$ cat config.mk
export PLATFORM = sky130hd
export DESIGN_NAME = ple_cell
export DESIGN_NICKNAME = d
export VERILOG_FILES = /design/src/sv/assert_macros.svh /design/src/sv/ple_pkg.sv /design/src/sv/ple_cell.sv
export SDC_FILE = /design/constraint.sdc
export NUM_CORES = 1
export LEC_CHECK = 0
export ABC_AREA = 1
export BUFFER_PORTS_ARGS = -buffer_cell sky130_fd_sc_hd__buf_4
export CAP_MARGIN = 20
export CORE_UTILIZATION = 47
export DETAILED_ROUTE_END_ITERATION = 12
export PLACE_DENSITY = 0.79
export SYNTH_ARGS = -nofsm -noshare
export SYNTH_HDL_FRONTEND = slang
export SYNTH_SLANG_ARGS = --single-unit
$ cat constraint.sdc
create_clock -name clk -period 1.05 [get_ports clk]
set_input_delay 0.0525 -clock clk [delete_from_list [all_inputs] [get_ports clk]]
set_output_delay 0.0525 -clock clk [all_outputs]
set_load 0.01 [all_outputs]
$ cat src/sv/assert_macros.svh
// ----------------------------------------------------------------------------
// Assertion macros
// Concurrent assertion wrappers shared by the RTL; empty under synthesis.
// ----------------------------------------------------------------------------
`ifndef ASSERT_MACROS_SVH
`define ASSERT_MACROS_SVH

`ifndef SYNTHESIS

// Clocked check with asynchronous active-low reset disable.
`define ASSERT_CLK(label, clk, rst_n, prop) \
    label: assert property (@(posedge clk) disable iff (!rst_n) (prop)) \
        else $error("assertion failed");

// Same, with a caller-supplied message.
`define ASSERT_CLK_MSG(label, clk, rst_n, prop, msg) \
    label: assert property (@(posedge clk) disable iff (!rst_n) (prop)) \
        else $error(msg);

`else

`define ASSERT_CLK(label, clk, rst_n, prop)
`define ASSERT_CLK_MSG(label, clk, rst_n, prop, msg)

`endif

`endif

$ cat src/sv/ple_pkg.sv
// ----------------------------------------------------------------------------
// ple_pkg
// Shared types and codes for the positional list engine.
// ----------------------------------------------------------------------------
package ple_pkg;

    localparam int DATA_W = 32;
    localparam int FPOS_W = 7;

    typedef enum logic [1:0] {
        ACT_INSERT = 2'd0,
        ACT_DELETE = 2'd1,
        ACT_LOCATE = 2'd2,
        ACT_NONE   = 2'd3
    } action_t;

    // Command broadcast to every cell on an accepted transfer.
    // ins/del are already qualified by the range checks.
    typedef struct packed {
        logic              ins;
        logic              del;
        logic              loc;
        logic [DATA_W-1:0] value;
    } cell_cmd_t;

    // Result wave handed from cell to cell.
    typedef struct packed {
        logic              found;
        logic [FPOS_W-1:0] idx;
        logic [DATA_W-1:0] data;
    } wave_t;

endpackage

$ cat src/sv/ple_cell.sv
// ----------------------------------------------------------------------------
// ple_cell
// One list slot: holds an entry, shifts with its neighbors and forwards the
// result wave toward the end of the row.
// ----------------------------------------------------------------------------
module ple_cell #(
    parameter int IDX = 0,
    parameter int PW  = 7
) (
    input  logic                        clk,
    input  logic                        rst_n,
    input  logic                        load,
    input  ple_pkg::cell_cmd_t          cmd,
    input  logic [PW-1:0]               pos,
    input  logic [PW-1:0]               count,
    input  logic [ple_pkg::DATA_W-1:0]  left_data,
    input  logic [ple_pkg::DATA_W-1:0]  right_data,
    output logic [ple_pkg::DATA_W-1:0]  data,
    input  ple_pkg::wave_t              wave_in,
    output ple_pkg::wave_t              wave_out
);

    localparam logic [PW-1:0]                  POS_HERE = PW'(IDX + 1);
    localparam logic [ple_pkg::FPOS_W-1:0]     POS_OUT  = ple_pkg::FPOS_W'(IDX + 1);

    logic [ple_pkg::DATA_W-1:0] data_reg;
    logic [ple_pkg::DATA_W-1:0] cap_reg;
    logic                       hit_reg;
    ple_pkg::wave_t             wave_reg;
    ple_pkg::wave_t             wave_next;

    always_ff @(posedge clk)
    begin
        if (load)
        begin
            if (cmd.ins)
            begin
                if (POS_HERE == pos)
                    data_reg <= cmd.value;
                else if (POS_HERE > pos)
                    data_reg <= left_data;
            end
            else if (cmd.del && (POS_HERE >= pos))
            begin
                data_reg <= right_data;
            end
        end
    end

    // Captured from the pre-shift contents.
    always_ff @(posedge clk)
    begin
        if (load)
            cap_reg <= (cmd.del && (POS_HERE == pos)) ? data_reg : '0;
    end

    always_ff @(posedge clk or negedge rst_n)
    begin
        if (!rst_n)
            hit_reg <= 1'b0;
        else if (load)
            hit_reg <= cmd.loc && (POS_HERE <= count) && (data_reg == cmd.value);
    end

    // First hit wins; at most one cell holds nonzero capture data.
    always_comb
    begin
        wave_next.found = wave_in.found | hit_reg;
        wave_next.idx   = wave_in.found ? wave_in.idx : (hit_reg ? POS_OUT : '0);
        wave_next.data  = wave_in.data | cap_reg;
    end

    always_ff @(posedge clk or negedge rst_n)
    begin
        if (!rst_n)
            wave_reg <= '0;
        else
            wave_reg <= wave_next;
    end

    assign data     = data_reg;
    assign wave_out = wave_reg;

endmodule

Word-level counts from Yosys, hierarchy flattened:

Cells that the tools add are included.

* input port bits: 156
* logic and storage cells: 26
* output and inout port bits: 72
* register bits: 105

* eq/ne operators: 3
* muxes and demuxes: 6
* magnitude comparators: 3
* reduce and logical (&&, ||, !) cells: 6
* bitwise logic cells: 2

Operators by type and width (number)
* 32-bit two-way mux: 4
* 32-bit == test: 1
* 32-bit bitwise OR: 1
* 1-bit by 7-bit == test with 1-bit output (first input constant): 1
* 1-bit by 7-bit greater-or-equal comparator with 1-bit output (first input constant): 1
* 1-bit by 7-bit greater-than comparator with 1-bit output (first input constant): 1
* 1-bit by 7-bit <= comparator with 1-bit output (first input constant): 1
* 7-bit two-way mux: 1
* 1-bit logical AND: 4
* 3-bit by 1-bit inequality test with 1-bit output (second input constant): 1
* 3-bit AND reduction: 1
* 2-bit nonzero test: 1
* 1-bit two-way mux: 1
* 1-bit bitwise OR: 1

Depth between registers and ports, before layout:

Gate-level depths: netlist (run 1).

* depth after elaboration: 4
* depth in mapped cells: 10
* mapped depth without buffers: 10

Worst setup path before layout (run 1):

OpenSTA, ideal clock, no wires.

* kind: input-to-reg
* start: input port cmd[34] (netlist bit)
* end: register data_reg (netlist bit data[0]), enable pin
* setup time: 0.421 ns
* slack: -1.052 ns
* data required time: 0.629 ns
* path buffers: 1
* stages: 3
* arrival: 1.681 ns
* cells stage by stage: buf_2 > o21ai_0 > nor2_1

* cells in the longest elaborated chain, start to end: 2
* elaborated cells on any way between the ends: 3
* classes of those cells: eq/ne: 1; reduce/logical: 2

Ends and longest elaborated chain
* start: declaration: line ple_cell.sv:13 `input ple_pkg::cell_cmd_t cmd,`
* 3-bit by 1-bit inequality test with 1-bit output (no source line) or 2-bit nonzero test (tied branches)
* 3-bit AND reduction (no source line) *
* end signal: assignment: line ple_cell.sv:39 `data_reg <= cmd.value;`
* end signal: assignment: line ple_cell.sv:41 `data_reg <= left_data;`
* end signal: assignment: line ple_cell.sv:45 `data_reg <= right_data;`
* end: declaration: line ple_cell.sv:26 `logic [ple_pkg::DATA_W-1:0] data_reg;`

Mark *: on every way between the ends. The rest lies on a longest branch, timed or not.
A chain may end at the register's enable or synchronous reset.

Worst setup path in the final report (run 1):

* start: register data_reg (netlist bit data[28])
* end: register hit_reg

* cells in the longest elaborated chain, start to end: 2

Ends and longest elaborated chain
* 32-bit == test: line ple_cell.sv:62 `hit_reg <= cmd.loc && (POS_HERE <= count) && (data_reg == cmd.value);`
* 1-bit logical AND: line ple_cell.sv:62
* end signal: assignment: line ple_cell.sv:62
* end: declaration: line ple_cell.sv:28 `logic hit_reg;`

No other way between the ends.

==> results of run 1 <==
==> power groups by stage <==
stage	registers [µW]	clock network, µW	logic [µW]
floorplan	4680	0	313
global placement	4630	0	1120
detailed placement	4630	0	1150
CTS	4540	2250	1300
global route	4560	2440	1430
finish	4550	2240	1320
==> logic make-up after synthesis <==
family / Yosys count / share of synthesized area [%]
flops: 105 / 61.84
buf+inv: 87 / 7.848
compound gates: 36 / 4.619
xor+xnor: 7 / 1.286
simple gates: 277 / 24.41
==> metal layers <==
metal	wire length (µm)	GRT usage, %	up-vias
met3	991	6.983	42
met2	8108	53.79	207
met5	0	0	-
li1	-	-	2250
met4	510	12.20	0
met1	5352	31.04	2233
==> cells in the mapped netlist <==
cell type	count	area (µm²)
nand2_1	149	559.3
nor2_1	79	296.5
inv_1	69	259.0
edfxtp_1	64	1922
dfrtp_1	41	1026
or2_2	35	219.0
a31oi_1	32	200.2
clkbuf_1	10	37.54
nand3_1	7	35.03
xnor2_1	7	61.31
buf_6	6	67.56
o21ai_0	4	20.02
nand4_1	2	12.51
nor2_2	2	12.51
buf_2	1	5.000
clkinv_2	1	5.000
nand2_4	1	11.26
nand4_2	1	12.51
nor3_1	1	5.000
==> through the flow <==
step           power, µW  util, %
2_1_floorplan       4989        -
5_1_grt             8433    80.85
4_1_cts             8093    80.12
3_5_place_dp        5789    72.32
3_3_place_gp        5747    72.32
6_report            8114    80.85
==> worst max-delay path: cells and delay by family, from the launching register on <==
kind                   cells  cell delay, ns
and+or+nand+nor            8            0.65
DFF                        1            0.44
buffers and inverters      1            0.11
==> layout by cell type, fill, tap and decap left out, drive strengths merged, types with 7 or more instances in the layout <==
cell and instances:
edfxtp 64, dlygate4sd3 42, nand3 7, xnor2 7
buf 287, nor2 81, nand2 150, inv 70
a31oi 32, or2 35, clkbuf 13, dfrtp 41
==> path summary, 6_finish.rpt <==
check / from / end / slack, ns
max in group asynchronous: rst_n / hit_reg$_DFFE_PN0P_ / 0.45
min: right_data[23] / data[23]$_DFFE_PP_ / 0.03
max: data[28]$_DFFE_PP_ / hit_reg$_DFFE_PN0P_ / -0.21
min in group asynchronous: rst_n / wave_out[21]$_DFF_PN0_ / 0.22
min reg2reg: cap_reg[12]$_SDFFCE_PN0P_ / wave_out[12]$_DFF_PN0_ / 0.44
max reg2reg: data[28]$_DFFE_PP_ / hit_reg$_DFFE_PN0P_ / -0.21
==> repair_timing <==
item	in CTS	in global routing
hold buffers	42	0
resized for setup	47	21
buffers inserted	2	6
pin swaps	1	8
endpoints found under the setup margin	26	29
hold endpoints to repair	83	0
==> final cells by class <==
class / count / share of cell area, %
Inverter: 70 / 3.325
Timing Repair Buffer: 329 / 36.26
Sequential cell: 105 / 37.13
Multi-Input combinational cell: 320 / 19.10
Clock buffer: 13 / 1.875
Tap cell: 133 / 2.096
Clock inverter: 3 / 0.2049
==> reports/metrics.cfg, run 1 <==
[status]
run_status = finished, violations left
violations = negative setup slack

[place]
io_buffers = 227
place_inst = 912
pre_cts_ws_ns = -0.2229
dpl-instance-area_um2 = 7102
hpwl_um = 10410
routabilityCongestion = 0.7739

[floorplan]
die_w_um = 102.7
die_area_um2 = 10550
row_count = 36
io-pin-count = 228
start_util_pct = 48.55
core-area_um2 = 9819
die_y_um = 102.7

[job]
drv_cap = 0

[cells_and_area]
num-fill-cells = 569
nNetsFinal = 991
largest_register_ffs = 40
regArea_um2 = 2948
n_antenna_cell = 0
drive_gt1_share_pct = 42.26
final_cell_area_um2 = 7939
multi_input_area_um2 = 1516
syn2layout_area_growth_pct = 66.54
final_cells = 973

[power]
power.density_nw_per_um2 = 1022
comb_power_share_pct = 16.3
power_leakage_uw = 0.003925
sw_frac_of_total_pct = 23.40
clkPwrFrac_pct = 27.6
vdd_drop_max_mv = 0.7105
power_frac_seq_pct = 56.1
p_switching_uw = 1899
internal_power_uw = 6215

[routing]
dr.pass1.iters = 4
drt_iter0_drc = 118
drc = 0
via_count = 4732
wl_um = 14960
detail_route.wl_per_cell_um = 15.38
viasPerCell = 4.863
drtAntennaViolNets = 0

[clock_network]
cts_tree = done
cts_sinks = 105
cts_max_path_buffers = 2
root_buffer = clkbuf_8
clkTransAtPathRegs_ns = 0.09
clk_latency_ns = 0.36
cts_buffers = 9
cts_htree_levels = 3

[critical_path]
slowest_stage = edfxtp_1
worst_path_most_repeated_cell = nand2_1
crit_path_end_kind = register
required_ns = 1.35
crit_fanout = 3
slowest_delay_ns = 0.44
crit_arrival_ns = 1.56
cp_cell_sequence = inv_1, nand2_1, nand2_1, nand2_2, nor2_4, nand2_2, nor2_4, nand3_2, nand2_1
worstSetupPathType = reg -> reg
start_kind = register
ff2ff_path_depth = 9

[logic_synthesis]
ys_seq_elements = 105
yosysSeqAreaShare_pct = 61.84
syn_area_um2 = 4767
ys_warn_count = 0
synthDistinctLibCells = 19
synth.avg_cell_area_um2 = 9.311
synthCells = 512
synth_nets = 668

[sta]
holdWs_ns = 0.02981
rsz0062_at_grt = yes
period_needed_ns = 1.258
clock.fmax_mhz = 795.2
period_share_pct = 119.8
finalSetupViolCount = 26
fin_ws_ns = -0.2075
hold_violations = 0
drv_slew = 0
fin_setup_tns_ns = -1.404
tightest_slew_ns = 0.5427
worst_clock_skew_ns = 0.009883
relSlewSlack_pct = 63.82

[global_route]
grt_pass1_vias = 4767
antenna_found_initial = 0
global_route.usage.total_pct = 28.87
overflow = 0
grt_max_degree = 42
grt_pass1_wl_um = 22620

[hold_path]
worst_hold_path_type = in -> reg
min_path_cells = 3

Power figures use the tool's default switching activity.
==> run 2: changes to the inputs <==
--- a/config.mk
+++ b/config.mk
@@ -8,9 +8,10 @@
 export ABC_AREA = 1
 export BUFFER_PORTS_ARGS = -buffer_cell sky130_fd_sc_hd__buf_4
 export CAP_MARGIN = 20
-export CORE_UTILIZATION = 47
+export CORE_UTILIZATION = 42
 export DETAILED_ROUTE_END_ITERATION = 12
-export PLACE_DENSITY = 0.79
+export PLACE_DENSITY = 0.72
+export RECOVER_POWER = 50
 export SYNTH_ARGS = -nofsm -noshare
 export SYNTH_HDL_FRONTEND = slang
 export SYNTH_SLANG_ARGS = --single-unit
==> reports/metrics.cfg, run 2 (synthesis gave the netlist of run 1 again) <==
[critical_path]
slowest_delay_ns = 0.44  ; about the same
worst_path_most_repeated_cell = nand2_1
critPathBufInv = 1  ; unchanged
crit_arrival_ns = 1.48  ; -0.08 ns
required_ns = 1.34  ; about the same
worstSetupPathType = reg -> reg
crit_path_end_kind = register
crit_fanout = 3  ; unchanged
cp_cell_sequence = inv_2, nand2_1, nand2_1, nand2_1, nor2_2, nand2_1, nor2_2, nand3_1, nand2_1
crit_family = simple AND/OR/NAND/NOR gates
start_kind = register
slowest_stage = edfxtp_1

[global_route]
grt_pass1_vias = 4690  ; -1.6%
overflow = 0  ; unchanged
global_route.usage.total_pct = 24.69  ; -4.2 points
grt_pass1_wl_um = 21830  ; -3.5%
antenna_found_initial = 0  ; unchanged
grt_max_degree = 42  ; unchanged

[cells_and_area]
drive_gt1_share_pct = 41.12  ; -1.1 points
final_cell_area_um2 = 7946  ; about the same
mostFrequentLayoutCells = buf_4 (224), nand2_1 (149), nor2_1 (75)
nNetsFinal = 990  ; -0.10%
final_cells = 979  ; +0.62%
n_antenna_cell = 0  ; unchanged
syn2layout_area_growth_pct = 66.69  ; about the same
largest_register_ffs = 40  ; unchanged
mostFrequentLayoutCell = buf_4

[power]
clkPwrFrac_pct = 35.2  ; +7.6 points
sw_frac_of_total_pct = 22.67  ; -0.73 points
power_frac_seq_pct = 50.6  ; -5.5 points
power.density_nw_per_um2 = 1132  ; +11%
internal_power_uw = 6954  ; +12%
vdd_drop_max_mv = 0.8059  ; +13%
p_switching_uw = 2039  ; +7.4%
power_leakage_uw = 0.003934  ; +0.25%
total_power_uw = 8993  ; +11%
comb_power_share_pct = 14.2  ; -2.1 points

[sta]
rsz0062_at_grt = yes
worst_clock_skew_ns = 0.005706  ; -0.004177 ns
period_share_pct = 112.8  ; -7.0 points
holdWs_ns = 0.04353  ; +0.01372 ns
finalSetupViolCount = 26  ; unchanged
relSlewSlack_pct = 61.52  ; -2.3 points
hold_violations = 0  ; unchanged
fin_setup_tns_ns = -0.9413  ; +0.4626 ns
fin_ws_ns = -0.1340  ; +0.07351 ns
period_needed_ns = 1.184  ; -0.07351 ns
drv_slew = 0  ; unchanged
clock.fmax_mhz = 844.6  ; +6.2%
tightest_slew_ns = 0.5772  ; +0.03444 ns

[floorplan]
die_y_um = 108.5  ; +5.7%
io-pin-count = 228  ; unchanged
row_count = 38  ; +5.6%
die_area_um2 = 11780  ; +12%
die_w_um = 108.5  ; +5.7%
core-area_um2 = 10940  ; +11%
start_util_pct = 43.59  ; -5.0 points

[place]
routabilityCongestion = 0.8334  ; +7.7%
io_buffers = 227  ; unchanged
hpwl_um = 10500  ; +0.81%
dpl-instance-area_um2 = 7091  ; -0.16%
place_inst = 918  ; +0.66%

[clock_network]
cts_sinks = 105  ; unchanged
clkTransAtPathRegs_ns = 0.07  ; -0.02 ns
cts_tree = done
cts_max_path_buffers = 2  ; unchanged
cts_htree_levels = 3  ; unchanged
clk_latency_ns = 0.35  ; about the same
root_buffer = clkbuf_16
cts_buffers = 9  ; unchanged

[routing]
dr.pass1.iters = 4  ; unchanged
viasPerCell = 4.713  ; -3.1%
detail_route.wl_per_cell_um = 14.73  ; -4.2%
drt_iter0_drc = 181  ; +53%
wl_um = 14420  ; -3.6%
via_count = 4614  ; -2.5%
drtAntennaViolNets = 0  ; unchanged
drc = 0  ; unchanged

[status]
run_status = finished, violations left
violations = negative setup slack

[hold_path]
worst_hold_path_type = in -> reg

[job]
drv_cap = 0  ; unchanged

-- run 2: worst min-delay path, stage by stage --
cell and delay, ns:
buf_4 0.08, nor2_1 0.03, a31oi_1 0.12
-- run 2: cell type report --
cell class | instances | area, µm²
Clock inverter | 4 | 30.03
Sequential cell | 105 | 2948
Inverter | 70 | 264.0
Multi-Input combinational cell | 320 | 1468
Timing Repair Buffer | 328 | 2815
Clock buffer | 12 | 246.5
Fill cell | 795 | 2989
Tap cell | 140 | 175.2
-- run 2: worst paths after layout --
path,startpoint,end,slack [ns],cells past startpoint
min in group asynchronous,rst_n,wave_out[20]$_DFF_PN0_,0.27,2
setup reg to reg,data[26]$_DFFE_PP_,hit_reg$_DFFE_PN0P_,-0.13,9
hold / removal,right_data[27],data[27]$_DFFE_PP_,0.04,3
max in group asynchronous,rst_n,wave_out[5]$_DFF_PN0_,0.40,2
hold reg to reg,cap_reg[7]$_SDFFCE_PN0P_,wave_out[7]$_DFF_PN0_,0.43,1
setup / recovery,data[26]$_DFFE_PP_,hit_reg$_DFFE_PN0P_,-0.13,9
-- run 2: per-layer routing --
layer | global-route usage (%) | share of wire [%] | up-vias
li1 | - | - | 2260
met5 | 0 | 0 | -
met4 | 8.591 | 2.0 | 0
met1 | 26.90 | 38 | 2140
met3 | 5.003 | 5.7 | 22
met2 | 46.93 | 54 | 192
-- run 2: repair_timing --
action,CTS,global route
buffers inserted,0,5
cloned,0,0
endpoints found under the setup margin,26,26
resized for setup,43,15
hold buffers,41,0
pin swaps,0,4
hold endpoints to repair,81,0
-- run 2: power by group through the flow --
stage / combinational [µW] / sequential [µW] / clock (µW)
6_report: 1270 / 4550 / 3170
3_3_place_gp: 1110 / 4630 / 0
5_1_grt: 1390 / 4560 / 3390
3_5_place_dp: 1150 / 4640 / 0
4_1_cts: 1280 / 4550 / 3190
2_1_floorplan: 313 / 4680 / 0
-- run 2: stage by stage --
stage / utilization (%) / setup WS [ns]
6_report: 72.67 / -0.1340
4_1_cts: 72.56 / -0.1435
3_3_place_gp: 64.84 / -0.1672
2_1_floorplan: - / -0.1185
5_1_grt: 72.67 / -0.2740
3_5_place_dp: 64.84 / -0.1947
